--- config.mk ---
export PLATFORM = sky130hd
export DESIGN_NAME = bmp_rpu_fifo
export DESIGN_NICKNAME = d
export VERILOG_FILES = /design/src/design/bmp_rpu_pkg.sv /design/src/design/bmp_rpu_fifo.sv
export SDC_FILE = /design/constraint.sdc
export NUM_CORES = 1
export LEC_CHECK = 0
export CAP_MARGIN = 5
export CORE_ASPECT_RATIO = 2
export CORE_MARGIN = 3
export CORE_UTILIZATION = 30
export CTS_BUF_LIST = sky130_fd_sc_hd__clkbuf_8
export DETAILED_ROUTE_END_ITERATION = 10
export DONT_BUFFER_PORTS = 1
export PLACE_DENSITY_LB_ADDON = 0.1
export SYNTH_ARGS = -nofsm -noshare
export SYNTH_HDL_FRONTEND = slang
export SYNTH_SLANG_ARGS = --single-unit
--- constraint.sdc ---
create_clock -name clk -period 3.03 [get_ports clk]
set_clock_uncertainty 0.1 [all_clocks]
set_input_delay 0.4545 -clock clk [delete_from_list [all_inputs] [get_ports clk]]
set_output_delay 0.4545 -clock clk [all_outputs]
set_load 0.005 [all_outputs]
--- src/design/bmp_rpu_pkg.sv ---
package bmp_rpu_pkg;

	localparam int MAX_WIDTH  = 1024;
	localparam int MAX_SCALE  = 100;
	localparam int FIFO_DEPTH = 4;

	localparam int ADDR_W    = $clog2(MAX_WIDTH);
	localparam int CNT_W     = $clog2(MAX_WIDTH + 1);
	localparam int SCALE_CW  = $clog2(MAX_SCALE + 1);
	localparam int SCALE_W   = 7;
	localparam int WIDTH_W   = 11;
	localparam int CFG_W     = 11;
	localparam int CFG_IDX_W = 1;
	localparam int PIX_W     = 24;
	localparam int BYTE_W    = 8;
	localparam int PTR_W     = $clog2(FIFO_DEPTH);

	localparam logic [CFG_IDX_W-1:0] REG_SCALE = 1'b0;
	localparam logic [CFG_IDX_W-1:0] REG_WIDTH = 1'b1;

	localparam logic OP_LOAD = 1'b0;
	localparam logic OP_EMIT = 1'b1;

	typedef enum logic {
		JOB_LOAD,
		JOB_EMIT
	} job_kind_t;

	typedef enum logic [1:0] {
		CMP_BLUE,
		CMP_GREEN,
		CMP_RED
	} comp_t;

	typedef struct packed {
		job_kind_t          kind;
		logic [ADDR_W-1:0]  addr;
		logic [PIX_W-1:0]   pixel;
		comp_t              comp;
		logic               is_pad;
		logic               byte_valid;
		logic               row_end;
		logic               group_end;
	} job_t;

	typedef struct packed {
		logic full;
		logic push;
	} fifo_wr_t;

	typedef struct packed {
		logic head_valid;
	} fifo_rd_t;

endpackage

--- src/design/bmp_rpu_fifo.sv ---
module bmp_rpu_fifo (
	input  logic                   clk,
	input  logic                   arst_n,
	input  bmp_rpu_pkg::fifo_wr_t  wr,
	input  bmp_rpu_pkg::job_t      wr_job,
	output logic                   full,
	output bmp_rpu_pkg::fifo_rd_t  rd,
	input  logic                   pop,
	output bmp_rpu_pkg::job_t      head
);
	import bmp_rpu_pkg::*;

	job_t             fifo_mem [FIFO_DEPTH];
	logic [PTR_W-1:0] wr_ptr_q;
	logic [PTR_W-1:0] rd_ptr_q;
	logic [PTR_W:0]   cnt_q;
	logic             head_valid;
	logic             do_push;
	logic             do_pop;

	assign full       = cnt_q == (PTR_W+1)'(FIFO_DEPTH);
	assign head_valid = cnt_q != '0;
	assign head       = fifo_mem[rd_ptr_q];
	assign do_push    = wr.push && !wr.full;
	assign do_pop     = pop && head_valid;

	assign rd.head_valid = head_valid;

	always_ff @(posedge clk) begin
		if (do_push) begin
			fifo_mem[wr_ptr_q] <= wr_job;
		end
	end

	always_ff @(posedge clk or negedge arst_n) begin
		if (!arst_n) begin
			wr_ptr_q <= '0;
			rd_ptr_q <= '0;
			cnt_q    <= '0;
		end else begin
			if (do_push) begin
				wr_ptr_q <= (wr_ptr_q == PTR_W'(FIFO_DEPTH - 1)) ? '0 : wr_ptr_q + PTR_W'(1);
			end
			if (do_pop) begin
				rd_ptr_q <= (rd_ptr_q == PTR_W'(FIFO_DEPTH - 1)) ? '0 : rd_ptr_q + PTR_W'(1);
			end
			case ({do_push, do_pop})
				2'b10:   cnt_q <= cnt_q + (PTR_W+1)'(1);
				2'b01:   cnt_q <= cnt_q - (PTR_W+1)'(1);
				default: cnt_q <= cnt_q;
			endcase
		end
	end

endmodule

==> flow_metrics.py <==
metrics = {
    "clocking": {
        "cts_tree": "done",
        "path_clk_slew_ns": 0.09,
        "postCtsSetupRepairBufs": 0,
        "worstSkewPairLatency_ns": 0.44,
        "clock-sinks": 171,
        "cts_root_buf": "clkbuf_8",
        "cts-buffers-inserted": 17,
        "clk_path_buf_depth": 2,
        "htreeDepth": 4,
    },
    "drt": {
        "drt_iter0_markers": 98,
        "met2_length_mm": 7.664,
        "first_pass_iters": 4,
        "postRouteWirelength_mm": 13.01,
        "ant_nets": 0,
        "post_drt_wl_per_cell_um": 21.62,
        "viasPerCell": 4.507,
        "vias": 2713,
        "drc": 0,
        "wl_met3_um": 514,
        "top_layer": "met5",
        "wirelength_met1_mm": 4.652,
    },
    "final_layout": {
        "nets": 374,
        "antenna_cells": 0,
        "syn_to_final_growth_pct": 17.61,
        "design_area_um2": 7545,
        "final_cell_mix": "164 x edfxtp_1, 42 x dlygate4sd3_1, 38 x mux4_2",
        "layout_commonest_cell": "edfxtp_1",
        "drive_above_1_share_pct": 26.73,
    },
    "floorplanning": {
        "die_w_um": 109.4,
        "pin_count": 89,
        "rows": 75,
        "start_util_pct": 30.52,
        "die_area_um2": 23280,
        "coreArea_um2": 21020,
        "die_height_um": 212.8,
    },
    "yosys": {
        "async_flop_share_pct": 4.094,
        "synth_edf_count": 164,
        "postSynthCellCount": 258,
        "synth_ff_type": "edfxtp_1",
        "ys.warnings.count": 0,
        "ys_seq_area_share_pct": 79.50,
        "synthesis.area_um2": 6415,
        "synth_top_area_share_pct": 76.77,
        "ys_ff_latch": 171,
        "post_synth_num_cell_types": 22,
        "postSynthAreaPerCell_um2": 24.86,
        "synth_area_leaders": "edfxtp_1 77%, mux4_2 13%, dfrtp_1 2.7%",
        "yosys.area.top_type": "edfxtp_1",
        "synthesis.nets": 311,
    },
    "worst_setup_path": {
        "required_ns": 2.48,
        "cp_cell_sequence": "buf_4 -> mux4_2",
        "end_kind": "output port",
        "critPathArrivalTime_ns": 2.09,
        "worstSetupPathType": "reg -> out",
        "cp_slowest_cell": "dfrtp_4",
        "cp_max_fo": 27,
        "start_kind": "flop",
        "critPathMaxStageDelay_ns": 0.78,
    },
    "global_routing": {
        "grt_pass1_wl_mm": 19.52,
        "first_global_vias": 3094,
        "grt_usage_pct": 12.07,
        "grt_max_degree": 31,
        "globalRouteOverflowTotal": 0,
        "antenna_found_initial": 1,
    },
    "power_and_ir_drop": {
        "ir_worst_vdd_uv": 320.0,
        "p_leak_nw": 2.409,
        "p_per_area_nw_per_um2": 774.4,
    },
    "sta": {
        "setup_viol": 0,
        "max_slew.worst_pin.slew_ns": 0.5720,
        "final_hold_viol_count": 0,
        "tns_ns": 0,
        "rsz0062_at_grt": "false",
        "period_needed_ns": 2.644,
        "slew_headroom_pct": 61.79,
        "post-route-period-util_pct": 87.27,
        "maxSlewViolCount": 0,
        "fmax_mhz": 378.2,
    },
    "placement": {
        "gp_congestion": 0.6691,
        "hpwl_mm": 8.571,
        "dpl-instance-area_um2": 6765,
        "port_buffers": 0,
    },
    "run": {
        "drv_cap": 0,
    },
    "min_path": {
        "min_path_type": "in -> reg",
    },
    "outcome": {
        "outcome": "completed",
    },
}
## per-layer routing
layer  vias to the layer above  GRT usage, %
met2                        58         21.92
met1                      1439         12.78
met5                         -             0
li1                       1200             -
met4                         2         4.778
met3                        14         3.631
## cell families (layout without fill, tap and decap cells)
group	count (synthesis)	in the layout	share of synthesized area [%]
compound gates	2	2	0.1560
xor+xnor	3	3	0.4097
fa+ha+maj	7	7	1.482
buf+inv	18	93	2.263
flops	171	171	79.50
mux	44	44	15.08
simple gates	13	13	1.112
## path summary, 6_finish.rpt
| kind | start | endpoint | slack, ns | cells after the start |
|---|---|---|---|---|
| setup / recovery | rd_ptr_q[0] | head[34] | 0.39 | 2 |
| hold / removal | wr[1] | wr_ptr_q[1] | 0.23 | 3 |
| min in group asynchronous | arst_n | cnt_q[1] | 0.26 | 1 |
| setup reg to reg | cnt_q[0] | cnt_q[2] | 0.98 | 9 |
| hold reg to reg | cnt_q[0] | cnt_q[0] | 0.41 | 1 |
| max in group asynchronous | arst_n | rd_ptr_q[0] | 2.26 | 1 |
## layout make-up
class                           count  area (um2)
Clock buffer                       17       234.0
Clock inverter                     14       125.1
Fill cell                        2006       13480
Inverter                            7       26.28
Multi-Input combinational cell     69        1175
Sequential cell                   171        5105
Tap cell                          269       336.6
Timing Repair Buffer               55       543.0
## cells in the mapped netlist, types with 2 or more instances
| library cell | number |
|---|---|
| and2_1 | 4 |
| buf_12 | 4 |
| buf_2 | 4 |
| clkbuf_1 | 2 |
| dfrtp_1 | 7 |
| edfxtp_1 | 164 |
| ha_1 | 6 |
| inv_1 | 7 |
| mux2_2 | 2 |
| mux4_1 | 3 |
| mux4_2 | 38 |
| nand2_1 | 3 |
| nor2_1 | 3 |
| o21ai_0 | 2 |
| xor2_1 | 2 |
## timing repair
| item | in CTS | in global routing |
|---|---|---|
| setup endpoints to repair | 0 | 0 |
| hold endpoints to repair | 171 | 0 |
| gates resized for setup | 0 | 0 |
| hold buffers | 42 | 0 |
## flip-flops by register name (all words and copies together) (netlist names)
name / flops
cnt_q: 3
rd_ptr_q: 2
wr_ptr_q: 2
fifo_mem: 164
## through the flow
| stage | hold slack, ns | util (%) | worst slack (ns) | total power (W) | instances |
|---|---|---|---|---|---|
| floorplan | 0.05891 | - | 0.7184 | 0.004131 | 258 |
| global placement | 0.05941 | 32.18 | 0.7649 | 0.004450 | 529 |
| detailed placement | 0.05930 | 32.18 | 0.7712 | 0.004466 | 529 |
| CTS | 0.2013 | 35.89 | 0.2580 | 0.006020 | 602 |
| global route | 0.2178 | 35.89 | 0.1844 | 0.006202 | 602 |
| finish | 0.2267 | 35.89 | 0.3857 | 0.005843 | 602 |
## report_power, final
part | internal (W) | switching, W | total (W) | leakage (nW)
Clock | 0.000646 | 0.000815 | 0.00146 | 0.170
Combinational | 0.000693 | 0.000690 | 0.00138 | 0.668
Sequential | 0.00284 | 0.000163 | 0.00300 | 1.57
## critical path: cells and delay by family, from the launching register on
kind	cells	cell delay, ns
DFF	1	0.78
muxes	1	0.55
buffers and inverters	1	0.32
No activity file was read; power rests on OpenSTA's default activity.
