===== src/design/bmp_rpu_pkg.sv =====
package bmp_rpu_pkg;

	localparam int MAX_WIDTH  = 1024;
	localparam int MAX_SCALE  = 100;
	localparam int FIFO_DEPTH = 4;

	localparam int ADDR_W    = $clog2(MAX_WIDTH);
	localparam int CNT_W     = $clog2(MAX_WIDTH + 1);
	localparam int SCALE_CW  = $clog2(MAX_SCALE + 1);
	localparam int SCALE_W   = 7;
	localparam int WIDTH_W   = 11;
	localparam int CFG_W     = 11;
	localparam int CFG_IDX_W = 1;
	localparam int PIX_W     = 24;
	localparam int BYTE_W    = 8;
	localparam int PTR_W     = $clog2(FIFO_DEPTH);

	localparam logic [CFG_IDX_W-1:0] REG_SCALE = 1'b0;
	localparam logic [CFG_IDX_W-1:0] REG_WIDTH = 1'b1;

	localparam logic OP_LOAD = 1'b0;
	localparam logic OP_EMIT = 1'b1;

	typedef enum logic {
		JOB_LOAD,
		JOB_EMIT
	} job_kind_t;

	typedef enum logic [1:0] {
		CMP_BLUE,
		CMP_GREEN,
		CMP_RED
	} comp_t;

	typedef struct packed {
		job_kind_t          kind;
		logic [ADDR_W-1:0]  addr;
		logic [PIX_W-1:0]   pixel;
		comp_t              comp;
		logic               is_pad;
		logic               byte_valid;
		logic               row_end;
		logic               group_end;
	} job_t;

	typedef struct packed {
		logic full;
		logic push;
	} fifo_wr_t;

	typedef struct packed {
		logic head_valid;
	} fifo_rd_t;

endpackage


===== src/design/bmp_rpu_front.sv =====
module bmp_rpu_front (
	input  logic                               clk,
	input  logic                               arst_n,
	input  logic                               cfg_we,
	input  logic [bmp_rpu_pkg::CFG_IDX_W-1:0]  cfg_index,
	input  logic [bmp_rpu_pkg::CFG_W-1:0]      cfg_wdata,
	input  logic                               s_tvalid,
	output logic                               s_tready,
	input  logic [bmp_rpu_pkg::PIX_W-1:0]      s_tdata,
	input  logic                               s_tuser,
	input  logic                               fifo_full,
	output logic                               push,
	output bmp_rpu_pkg::job_t                  job
);
	import bmp_rpu_pkg::*;

	logic [SCALE_W-1:0]  scale_q;
	logic [WIDTH_W-1:0]  width_q;
	logic [CNT_W-1:0]    w_eff;
	logic [SCALE_CW-1:0] s_eff;
	logic [3:0]          prod;
	logic [1:0]          prod3;
	logic [1:0]          pads;

	logic [CNT_W-1:0]    load_q, n_load;
	logic                ready_q, n_ready;
	logic [CNT_W-1:0]    pix_q, n_pix;
	logic [SCALE_CW-1:0] hrep_q, n_hrep;
	comp_t               comp_q, n_comp;
	logic [1:0]          pad_q, n_pad;
	logic [SCALE_CW-1:0] vrep_q, n_vrep;

	logic                accept;
	logic                wrap;
	logic                rend;
	logic [CNT_W-1:0]    load_inc;
	logic [SCALE_CW:0]   hinc;
	logic [SCALE_CW:0]   vinc;
	logic [2:0]          pinc;

	assign s_tready = !fifo_full;
	assign accept   = s_tvalid && s_tready;

	always_comb begin
		if (width_q == '0) begin
			w_eff = CNT_W'(1);
		end else if (int'(width_q) > MAX_WIDTH) begin
			w_eff = CNT_W'(MAX_WIDTH);
		end else begin
			w_eff = CNT_W'(width_q);
		end
		if (scale_q == '0) begin
			s_eff = SCALE_CW'(1);
		end else if (int'(scale_q) > MAX_SCALE) begin
			s_eff = SCALE_CW'(MAX_SCALE);
		end else begin
			s_eff = SCALE_CW'(scale_q);
		end
	end

	// Only the low two bits of width and scale decide the padding of a row.
	assign prod  = {2'b00, w_eff[1:0]} * {2'b00, s_eff[1:0]};
	assign prod3 = prod[1:0] + {prod[0], 1'b0};
	assign pads  = 2'd0 - prod3;

	always_comb begin
		n_load   = load_q;
		n_ready  = ready_q;
		n_pix    = pix_q;
		n_hrep   = hrep_q;
		n_comp   = comp_q;
		n_pad    = pad_q;
		n_vrep   = vrep_q;
		push     = 1'b0;
		job      = '0;
		rend     = 1'b0;
		wrap     = !(comp_q == CMP_BLUE || comp_q == CMP_GREEN);
		load_inc = load_q + CNT_W'(1);
		hinc     = {1'b0, hrep_q} + (SCALE_CW+1)'(1);
		vinc     = {1'b0, vrep_q} + (SCALE_CW+1)'(1);
		pinc     = {1'b0, pad_q} + 3'd1;

		if (accept) begin
			if (s_tuser == OP_LOAD) begin
				if (!ready_q) begin
					push      = 1'b1;
					job.kind  = JOB_LOAD;
					job.addr  = load_q[ADDR_W-1:0];
					job.pixel = s_tdata;
					if (load_inc >= w_eff) begin
						n_ready = 1'b1;
						n_load  = '0;
						n_pix   = '0;
						n_hrep  = '0;
						n_comp  = CMP_BLUE;
						n_pad   = '0;
						n_vrep  = '0;
					end else begin
						n_load = load_inc;
					end
				end
			end else begin
				push     = 1'b1;
				job.kind = JOB_EMIT;
				if (ready_q) begin
					job.byte_valid = 1'b1;
					if (pix_q < w_eff) begin
						job.addr = pix_q[ADDR_W-1:0];
						job.comp = wrap ? CMP_RED : comp_q;
						if (wrap) begin
							n_comp = CMP_BLUE;
							if (hinc >= {1'b0, s_eff}) begin
								n_hrep = '0;
								n_pix  = pix_q + CNT_W'(1);
							end else begin
								n_hrep = hinc[SCALE_CW-1:0];
							end
						end else begin
							n_comp = (comp_q == CMP_BLUE) ? CMP_GREEN : CMP_RED;
						end
						rend = (n_pix >= w_eff) && (pads == 2'd0);
					end else begin
						job.is_pad = 1'b1;
						n_pad      = pinc[1:0];
						rend       = pinc >= {1'b0, pads};
					end
					if (rend) begin
						n_pix  = '0;
						n_hrep = '0;
						n_comp = CMP_BLUE;
						n_pad  = '0;
						if (vinc >= {1'b0, s_eff}) begin
							job.group_end = 1'b1;
							n_vrep  = '0;
							n_ready = 1'b0;
							n_load  = '0;
						end else begin
							n_vrep = vinc[SCALE_CW-1:0];
						end
					end
					job.row_end = rend;
				end
			end
		end
	end

	always_ff @(posedge clk or negedge arst_n) begin
		if (!arst_n) begin
			scale_q <= SCALE_W'(1);
			width_q <= WIDTH_W'(1);
			load_q  <= '0;
			ready_q <= 1'b0;
			pix_q   <= '0;
			hrep_q  <= '0;
			comp_q  <= CMP_BLUE;
			pad_q   <= '0;
			vrep_q  <= '0;
		end else begin
			if (cfg_we) begin
				case (cfg_index)
					REG_SCALE: scale_q <= cfg_wdata[SCALE_W-1:0];
					REG_WIDTH: width_q <= cfg_wdata[WIDTH_W-1:0];
					default: ;
				endcase
			end
			load_q  <= n_load;
			ready_q <= n_ready;
			pix_q   <= n_pix;
			hrep_q  <= n_hrep;
			comp_q  <= n_comp;
			pad_q   <= n_pad;
			vrep_q  <= n_vrep;
		end
	end

endmodule


===== config.mk =====
export PLATFORM = sky130hd
export DESIGN_NAME = bmp_rpu_front
export DESIGN_NICKNAME = d
export VERILOG_FILES = /design/src/design/bmp_rpu_pkg.sv /design/src/design/bmp_rpu_front.sv
export SDC_FILE = /design/constraint.sdc
export NUM_CORES = 1
export LEC_CHECK = 0
export ABC_AREA = 1
export BUFFER_PORTS_ARGS = -buffer_cell sky130_fd_sc_hd__buf_2
export CORE_UTILIZATION = 60
export DETAILED_ROUTE_END_ITERATION = 8
export PLACE_DENSITY = 0.81
export SYNTH_ARGS = -nofsm -noshare
export SYNTH_HDL_FRONTEND = slang
export SYNTH_SLANG_ARGS = --single-unit

===== constraint.sdc =====
create_clock -name clk -period 10.7 [get_ports clk]
set_input_delay 2.14 -clock clk [delete_from_list [all_inputs] [get_ports clk]]
set_output_delay 2.14 -clock clk [all_outputs]
set_load 0.005 [all_outputs]

==> results.tsv <==
stage	metric	value	unit
outcome	status	finished, final reports clean	
global_routing	grt_pass1_wl	21900	µm
floorplanning	io-pin-count	85	
flow_run	drv_cap	0	
worst_setup_path	worst_setup_path_end_kind	output port	
clock_tree	cts_setup_buffers	0	
logic_synthesis	yosys_warnings	0	
logic_synthesis	synth_top_family_by_area	simple AND/OR/NAND/NOR gates	
sta	drv_slew	0	
worst_setup_path	cp-start-kind	flop	
logic_synthesis	synth_area_leader_cell	dfrtp_1	
routing	drtIter0Drc	390	
routing	vias_per_cell	5.63	
placement	place_hpwl	10500	µm
floorplanning	core_area	8380	µm²
logic_synthesis	async_reset_ff_share	100	%
clock_tree	cts.sink_count	59	
clock_tree	ctsHoldBuffers	0	
worst_setup_path	path_max_fanout	15	
logic_synthesis	synth-xor-area-share	4.28	%
floorplanning	num_rows	33	
clock_tree	cts_resized	0	
sta	max_freq	149	MHz
routing	drc_errors	0	
global_routing	gr-total-overflow	0	
layout	syn_to_final_growth	11.6	%
floorplanning	fp.dieH	96.2	µm
logic_synthesis	synth_area_leaders	dfrtp_1, nand2_1, ha_1	
power_and_ir_drop	ir_worst_vdd	0.0000862	V
floorplanning	dieArea	9250	µm²
sta	final-hold-violation-count	0	
sta	tightest_slew	915	ps
global_routing	grt_max_degree	60	
power_and_ir_drop	power.total	0.000839	W
logic_synthesis	syn-cell-area	5320	µm²
power_and_ir_drop	power.leakage	3.22	nW
worst_setup_path	crit_type	reg2out	
routing	wl_per_cell	14.5	µm
routing	dr.pass1.iters	5	
sta	finalSetupTns	0	ps
placement	placed_area	5750	µm²
clock_tree	htreeDepth	3	
logic_synthesis	synth_fa_ha_area_share	13.5	%
clock_tree	clk_root_buffer_cell	clkbuf_8	
logic_synthesis	ys_types	46	
layout	nNetsFinal	924	
sta	rsz0062_at_grt	no	
clock_tree	clockBufferDepth	2	
layout	final_cells	935	
logic_synthesis	synth_mux_area_share	0.635	%
global_routing	grt_pass1_vias	4658	
routing	drt_wl_total	13600	µm
placement	port_buffers	84	
floorplanning	die-width	96.2	µm
floorplanning	start_util	63.5	%
routing	vias	5266	
worst_setup_path	cp.required	8560	ps
clock_tree	cts_buffers	9	
power_and_ir_drop	p_per_area	141	nW/µm²
sta	finalCriticalPeriod	6700	ps
logic_synthesis	synth_edf_count	0	
layout	nFillCells	733	
logic_synthesis	ys_ff_latch	59	
global_routing	grt_use_total	30.6	%
layout	utilization	70.9	%
layout	diodes	0	
logic_synthesis	synth-compound-area-share	9.12	%
hold_path	min_path_type	reg2reg	
sta	fin_skew	8.76	ps
sta	setup_viol	0	
logic_synthesis	ys_seq_area_share	27.8	%
logic_synthesis	yosys.area.top_type_share	26.8	%
placement	routabilityCongestion	0.930	
logic_synthesis	synth_cells	753	
layout	layout-drive-gt1-share	18.3	%
placement	place_inst	919	
worst_setup_path	arrival	4560	ps
layout	design_area	5940	µm²
routing	ant_nets	0	
logic_synthesis	ys.flop_type	dfrtp_1	
logic_synthesis	synth-simple-area-share	36.5	%
global_routing	antenna_found_initial	0	
clock_tree	cts_tree	yes	
sta	period_share	62.6	%
clock_tree	insertion_delay	340	ps
logic_synthesis	synth_nets	852	
clock_tree	clkTransAtPathRegs	70	ps
logic_synthesis	avgSynthCellArea	7.07	µm²
sta	relSlewSlack	38.8	%
## critical path, stage by stage (launching register included)
cell and delay (ps):
dfrtp_1 420, or4_1 530, nand2_1 120, inv_1 70
nor2_1 180, ha_1 170, nand2_1 50, inv_1 60
nand3_1 60, or2_2 320, nand3b_4 190, nand2_1 140
nor2_1 150, xor2_1 160, inv_1 90, ha_1 310
nand2_1 80, nand2_1 50, nand3_1 60, nand2_1 60
nand2_1 60, nand3_1 80, o21ai_0 270, nand3_1 180
nand2_2 150, a211oi_1 50, buf_2 140
## state kept, by name, indices dropped and copies added, names as in the netlist
| register | count |
|---|---|
| comp_q | 2 |
| hrep_q | 7 |
| load_q | 11 |
| pad_q | 2 |
| pix_q | 11 |
| ready_q | 1 |
| scale_q | 7 |
| vrep_q | 7 |
| width_q | 11 |
## area by class of cell
type	count	area, µm²	area share, %
Clock buffer	11	141	2.38
Clock inverter	5	52.6	0.885
Inverter	79	297	4.99
Multi-Input combinational cell	591	3410	57.4
Sequential cell	59	1480	24.9
Tap cell	105	131	2.21
Timing Repair Buffer	85	428	7.20
## Yosys cell counts, types with 2 or more instances
master      n
o21ai_0    24
buf_2       6
buf_4       3
inv_1      77
nand3_1    50
xor2_1     21
nor2_1     87
ha_1       56
mux2_2      3
dfstp_2     2
nand3_2     4
clkbuf_1    9
nand2_4     3
o21ai_2     8
nand4_1    31
nor2_4      2
nor2_2      4
nor4_1      2
nor3_1      9
xnor2_1     5
nand3_4     2
buf_1       3
a21oi_1    44
nand2_1   197
and2_1      2
dfrtp_1    57
o21bai_1    3
buf_6       2
o21a_1      2
nand3b_1    3
nand2_2    17
## cells by family after synthesis
family / after synthesis
AO/OA/AOI/OAI: 86
XOR/XNOR: 26
adder cells (fa/ha/maj): 57
buffers and inverters: 103
flip-flops: 59
multiplexers: 3
AND/OR/NAND/NOR: 419
## metrics by stage
stage               hold WS [ps]  worst slack, ps
finish                       503             4000
global route                 537             3560
CTS                          506             4060
detailed placement           489             4480
global placement             480             4570
floorplan                    461             5060
## path summary, 6_finish.rpt
path                                   end  slack, ps  cells after the start  startpoint
worst min-delay path            load_q[10]        500                      2  load_q[10]
worst max-delay path                job[0]       4000                     26  scale_q[4]
min in group asynchronous       load_q[10]       1950                      2      arst_n
worst max register to register    pix_q[9]       5950                     28  scale_q[4]
worst min register to register  load_q[10]        500                      2  load_q[10]
max in group asynchronous       width_q[1]       8230                      2      arst_n
## routing by layer
layer	track usage, %	vias up	wire length, µm
met2	49.6	209	6290
li1	-	2611	-
met5	0	-	0
met1	43.0	2436	6190
met4	5.97	0	91
met3	4.82	10	980
## power breakdown
part	leakage (nW)	internal (W)	switching, W	total (W)
Clock	0.0991	0.000113	0.0000947	0.000208
Sequential	0.780	0.000247	0.0000400	0.000287
Combinational	2.34	0.000115	0.000229	0.000344
Total	3.22	0.000475	0.000363	0.000839
## layout by cell type, fill, tap and decap left out, types with 3 or more instances in the layout
cell type and n:
a21oi_1 44, buf_2 84, clkbuf_8 10, clkinv_2 3, dfrtp_1 57, ha_1 56, inv_1 77, mux2_2 3
nand2_1 197, nand2_2 17, nand2_4 3, nand3_1 50, nand3_2 4, nand3b_1 3, nand4_1 31, nor2_1 87
nor2_2 4, nor3_1 9, o21ai_0 24, o21ai_2 8, o21bai_1 3, xnor2_1 5, xor2_1 21
Power figures use the tool's default switching activity.
